===== src/hw/rtl/lsdb_pkg.sv =====
package lsdb_pkg;

    localparam logic [1:0] OP_INSTALL = 2'd0;
    localparam logic [1:0] OP_REMOVE  = 2'd1;
    localparam logic [1:0] OP_TICK    = 2'd2;
    localparam logic [1:0] OP_CLEAR   = 2'd3;

    localparam logic       REG_OWN_ID   = 1'b0;
    localparam logic       REG_LIFETIME = 1'b1;

    localparam logic [1:0] ERR_NONE  = 2'd0;
    localparam logic [1:0] ERR_LOCAL = 2'd1;
    localparam logic [1:0] ERR_FULL  = 2'd2;

    localparam logic [1:0] KIND_DUP   = 2'd0;
    localparam logic [1:0] KIND_FRESH = 2'd1;
    localparam logic [1:0] KIND_NEWER = 2'd2;
    localparam logic [1:0] KIND_OLDER = 2'd3;

    localparam logic [3:0] EV_NONE      = 4'd0;
    localparam logic [3:0] EV_SELF_BASE = 4'd1;
    localparam logic [3:0] EV_FRGN_BASE = 4'd5;

    localparam logic [15:0] LIFETIME_RESET = 16'd1200;

    typedef struct packed {
        logic [1:0]  operation;
        logic [31:0] router_id;
        logic [31:0] sequence_number;
        logic        from_interface;
        logic [7:0]  interface_index;
    } lsdb_in_t;

    typedef struct packed {
        logic [3:0]  event_code;
        logic        stored;
        logic        flood_request;
        logic        flood_skip_arrival;
        logic        send_back;
        logic [7:0]  target_interface;
        logic        regenerate_request;
        logic [31:0] own_sequence;
        logic [31:0] old_sequence;
        logic [6:0]  expired_count;
        logic [1:0]  error_code;
    } lsdb_out_t;

    // classified word handed from front to back
    typedef struct packed {
        lsdb_in_t word;
        logic     self_rec;
    } lsdb_cmd_t;

endpackage


===== src/hw/rtl/lsdb_front.sv =====
module lsdb_front
    import lsdb_pkg::*;
#(
    parameter int DEPTH = 2
)
(
    input  logic       clk,
    input  logic       rst_n,
    input  logic       in_valid,
    output logic       in_ready,
    input  lsdb_in_t   in_data,
    input  logic [31:0] own_router_id,
    output logic       cmd_valid,
    input  logic       cmd_ready,
    output lsdb_cmd_t  cmd_data
);

    localparam int AW = (DEPTH > 1) ? $clog2(DEPTH) : 1;

    lsdb_cmd_t        fifo_mem [DEPTH];
    logic [AW-1:0]    wr_ptr_reg, rd_ptr_reg;
    logic [AW:0]      count_reg;
    logic             push, pop;

    assign in_ready  = (count_reg != (AW+1)'(DEPTH));
    assign cmd_valid = (count_reg != '0);
    assign push      = in_valid && in_ready;
    assign pop       = cmd_valid && cmd_ready;
    assign cmd_data  = fifo_mem[rd_ptr_reg];

    // classify and enqueue
    always_ff @(posedge clk)
    begin
        if (push)
        begin
            fifo_mem[wr_ptr_reg].word     <= in_data;
            fifo_mem[wr_ptr_reg].self_rec <= (in_data.router_id == own_router_id);
        end
    end

    always_ff @(posedge clk or negedge rst_n)
    begin
        if (!rst_n)
        begin
            wr_ptr_reg <= '0;
            rd_ptr_reg <= '0;
            count_reg  <= '0;
        end
        else
        begin
            if (push)
                wr_ptr_reg <= (wr_ptr_reg == AW'(DEPTH-1)) ? '0 : wr_ptr_reg + 1'b1;
            if (pop)
                rd_ptr_reg <= (rd_ptr_reg == AW'(DEPTH-1)) ? '0 : rd_ptr_reg + 1'b1;
            count_reg <= count_reg + (AW+1)'(push) - (AW+1)'(pop);
        end
    end

endmodule


===== config.mk =====
export PLATFORM = sky130hd
export DESIGN_NAME = lsdb_front
export DESIGN_NICKNAME = d
export VERILOG_FILES = /design/src/hw/rtl/lsdb_pkg.sv /design/src/hw/rtl/lsdb_front.sv
export SDC_FILE = /design/constraint.sdc
export NUM_CORES = 1
export LEC_CHECK = 0
export BUFFER_PORTS_ARGS = -buffer_cell sky130_fd_sc_hd__buf_4
export CAP_MARGIN = 20
export CORE_MARGIN = 3
export CORE_UTILIZATION = 48
export CTS_BUF_LIST = sky130_fd_sc_hd__clkbuf_4 sky130_fd_sc_hd__clkbuf_8
export CTS_CLUSTER_SIZE = 12
export DETAILED_ROUTE_END_ITERATION = 10
export HOLD_SLACK_MARGIN = 0.08
export PLACE_DENSITY = 0.78
export SKIP_LAST_GASP = 1
export SLEW_MARGIN = 20
export SYNTH_ARGS = -nofsm -noshare
export SYNTH_HDL_FRONTEND = slang
export SYNTH_SLANG_ARGS = --single-unit

===== constraint.sdc =====
create_clock -name clk -period 4.3 [get_ports clk]
set_input_delay 0.86 -clock clk [delete_from_list [all_inputs] [get_ports clk]]
set_output_delay 0.86 -clock clk [all_outputs]
set_load 0.01 [all_outputs]

==> impl_metrics.csv <==
group,metric,value,unit
setup_path,criticalPathCategory,"register to output pin",
synthesis,synth_seq_cells,156,
drt,drt_pass1_iterations,4,
final_layout,utilization,67.21,%
power,p_seq_share,43.4,%
setup_path,path_cells,"buf_4 -> mux2_2 -> buf_4",
synthesis,syn_avg_cell_area,20.41,um^2
setup_path,critical_path.max_stage_delay,0.93,ns
timing,period_needed,3.195,ns
power,ir_drop,0.3304,mV
final_layout,layout.nets,618,
power,cellLeakagePower,3.246,nW
placement,gp_congestion,0.7695,
synthesis,syn-instance-count,303,
cts,cts_sinks,156,
global_routing,grt_max_degree,77,
setup_path,required,3.44,ns
setup_path,path_buf_inv,2,
placement,numPortBuffers,188,
floorplan,num_rows,40,
final_layout,final_cell_mix,"buf_4 (191), edfxtp_1 (152), mux2_2 (46)",
timing,rsz0062_at_grt,"no",
final_layout,fin_cells,687,
setup_path,crit_path_max_fanout,51,
synthesis,synth-simple-area-share,1.983,%
drt,drc_errors,0,
cts,cts_tree,"built",
drt,viasPerCell,4.984,
timing,setup_violations,0,
synthesis,synth_xor_area_share,4.958,%
cts,cts_resized,0,
drt,ant_nets,0,
floorplan,die_area,14280,um^2
synthesis,synth-main-ff-cell,"edfxtp_1",
drt,avgRoutedWirePerCell,17.98,um
final_layout,drive_above_1_share,58.57,%
drt,totalWireLength,12350,um
timing,fin_skew,0.006167,ns
cts,clk_latency,0.43,ns
floorplan,ioPinCount,189,
floorplan,initial_core_util,50.22,%
timing,timing.final.crit_share,74.31,%
synthesis,synth_area,6183,um^2
floorplan,fp.dieH,119.5,um
drt,vias,3424,
synthesis,synth_compound_area_share,0.3440,%
job,cap_violations,0,
timing,worst_slew_pin_slew,0.8759,ns
power,switching_share,27.67,%
timing,tns,0,ns
placement,dp_cells,654,
synthesis,synth_fa_ha_area_share,0.2023,%
power,comb_power_share,32.5,%
synthesis,async_flop_share,2.564,%
floorplan,die_w,119.5,um
cts,path_clk_slew,0.08,ns
global_routing,grt_pass1_wl,19000,um
cts,root_buffer,"clkbuf_8",
final_layout,nFillCells,874,
cts,cts_buffer_depth,2,
setup_path,crit_top_cell,"buf_4",
timing,finalHoldViolCount,0,
setup_path,slowest_stage,"dfrtp_4",
drt,drt_iter0_drc,260,
global_routing,antenna_found_initial,0,
global_routing,track_usage,17.81,%
cts,post-cts-setup-buffers,0,
final_layout,antennaDiodeCount,0,
outcome,outcome,"completed",
global_routing,gr-total-overflow,0,
setup_path,cp.arrival,2.34,ns
setup_path,cp-end-kind,"output pin",
synthesis,yosysUniqueCellTypes,22,
power,p_int,0.003791,W
timing,max_freq,313.0,MHz
floorplan,core,12310,um^2
cts,cts_hold_buffers,0,
synthesis,synth-seq-area-share,75.44,%
power,clkPwrFrac,24.1,%
timing,worst_slack,1.105,ns
synthesis,synth_top_family_by_area,"multiplexers",
synthesis,ys.warnings.count,0,
global_routing,grt_pass1_vias,3565,
placement,place_ws,1.557,ns
synthesis,synth_nets,415,
power,p_switching,0.001450,W
final_layout,area_growth_syn_to_layout,33.81,%
timing,whs,0.2042,ns
cts,cts_max_level,4,
setup_path,startpoint_type,"register",
power,p_per_area,633.5,nW/um^2
final_layout,final_common_cell,"buf_4",
timing,slew_violations,0,
setup_path,crit_family,"flip-flops",
synthesis,synthMuxAreaShare,15.66,%
worst_hold_path,hold_path.class,"input pin to asynchronous set/reset pin",
timing,slew_headroom,41.47,%
placement,hpwl,8552,um
final_layout,largest_reg_flops,152,
synthesis,synth_edf_count,152,
cts,numCtsBuffers,17,
[routing by layer]
metal / GRT usage [%] / part of all wire [%] / vias to the layer above
met5: 0 / 0 / -
met4: 7.802 / 2.0 / 0
met3: 7.634 / 10 / 20
met2: 27.65 / 48 / 172
met1: 21.85 / 40 / 1644
li1: - / - / 1588
[logic make-up (layout without fill, tap and decap cells)]
logic type / after synthesis / in the layout
adders and majority gates: 1 / 1
buffers and inverters: 9 / 225
AOI/OAI and AO/OA: 3 / 3
muxes: 76 / 76
DFF: 156 / 156
and+or+nand+nor: 23 / 23
xor gates and xnor gates: 35 / 35
[stage by stage]
step	instance area (um^2)	power, W
2_1_floorplan	6186	0.003269
3_3_place_gp	7776	0.003982
3_5_place_dp	7776	0.004018
4_1_cts	8247	0.005291
5_1_grt	8274	0.005496
6_report	8274	0.005242
[path summary, 6_finish.rpt]
path                              endpoint  slack [ns]    startpoint  cells past startpoint
max                           cmd_data[66]        1.10    rd_ptr_reg                      3
min                             rd_ptr_reg        0.20         rst_n                      1
max reg2reg                fifo_mem[0][24]        2.19  count_reg[0]                      4
min reg2reg                     wr_ptr_reg        0.56    wr_ptr_reg                      1
max in group asynchronous       rd_ptr_reg        3.98         rst_n                      1
min in group clk                wr_ptr_reg        0.56    wr_ptr_reg                      1
[synth_stat cells (2+ instances only)]
cell type	n	share of area (%)
buf_2	4	0.32
buf_6	2	0.36
buf_8	3	0.73
dfrtp_1	4	1.6
edfxtp_1	152	74
mux2_2	46	8.4
mux2_4	30	7.3
nand2_1	4	0.24
nand4_1	2	0.20
nor2_1	4	0.24
nor4_1	8	0.81
xnor2_1	3	0.43
xor2_1	32	4.5
[final cells by class]
class	count	area [um^2]	area share [%]
flip-flops and latches	156	4668	56.42
repair buffers	193	1481	17.90
multi-input cells	138	1444	17.45
clock buffers	19	249.0	3.009
clock inverters	13	221.5	2.677
well taps	168	210.2	2.540
[power groups by stage]
stage / sequential (W) / combinational, W / clock, W
6_report: 0.00228 / 0.00170 / 0.00126
5_1_grt: 0.00232 / 0.00182 / 0.00136
4_1_cts: 0.00229 / 0.00171 / 0.00129
3_5_place_dp: 0.00232 / 0.00170 / 0
3_3_place_gp: 0.00231 / 0.00167 / 0
2_1_floorplan: 0.00219 / 0.00108 / 0
(Power assumes the default switching activity.)
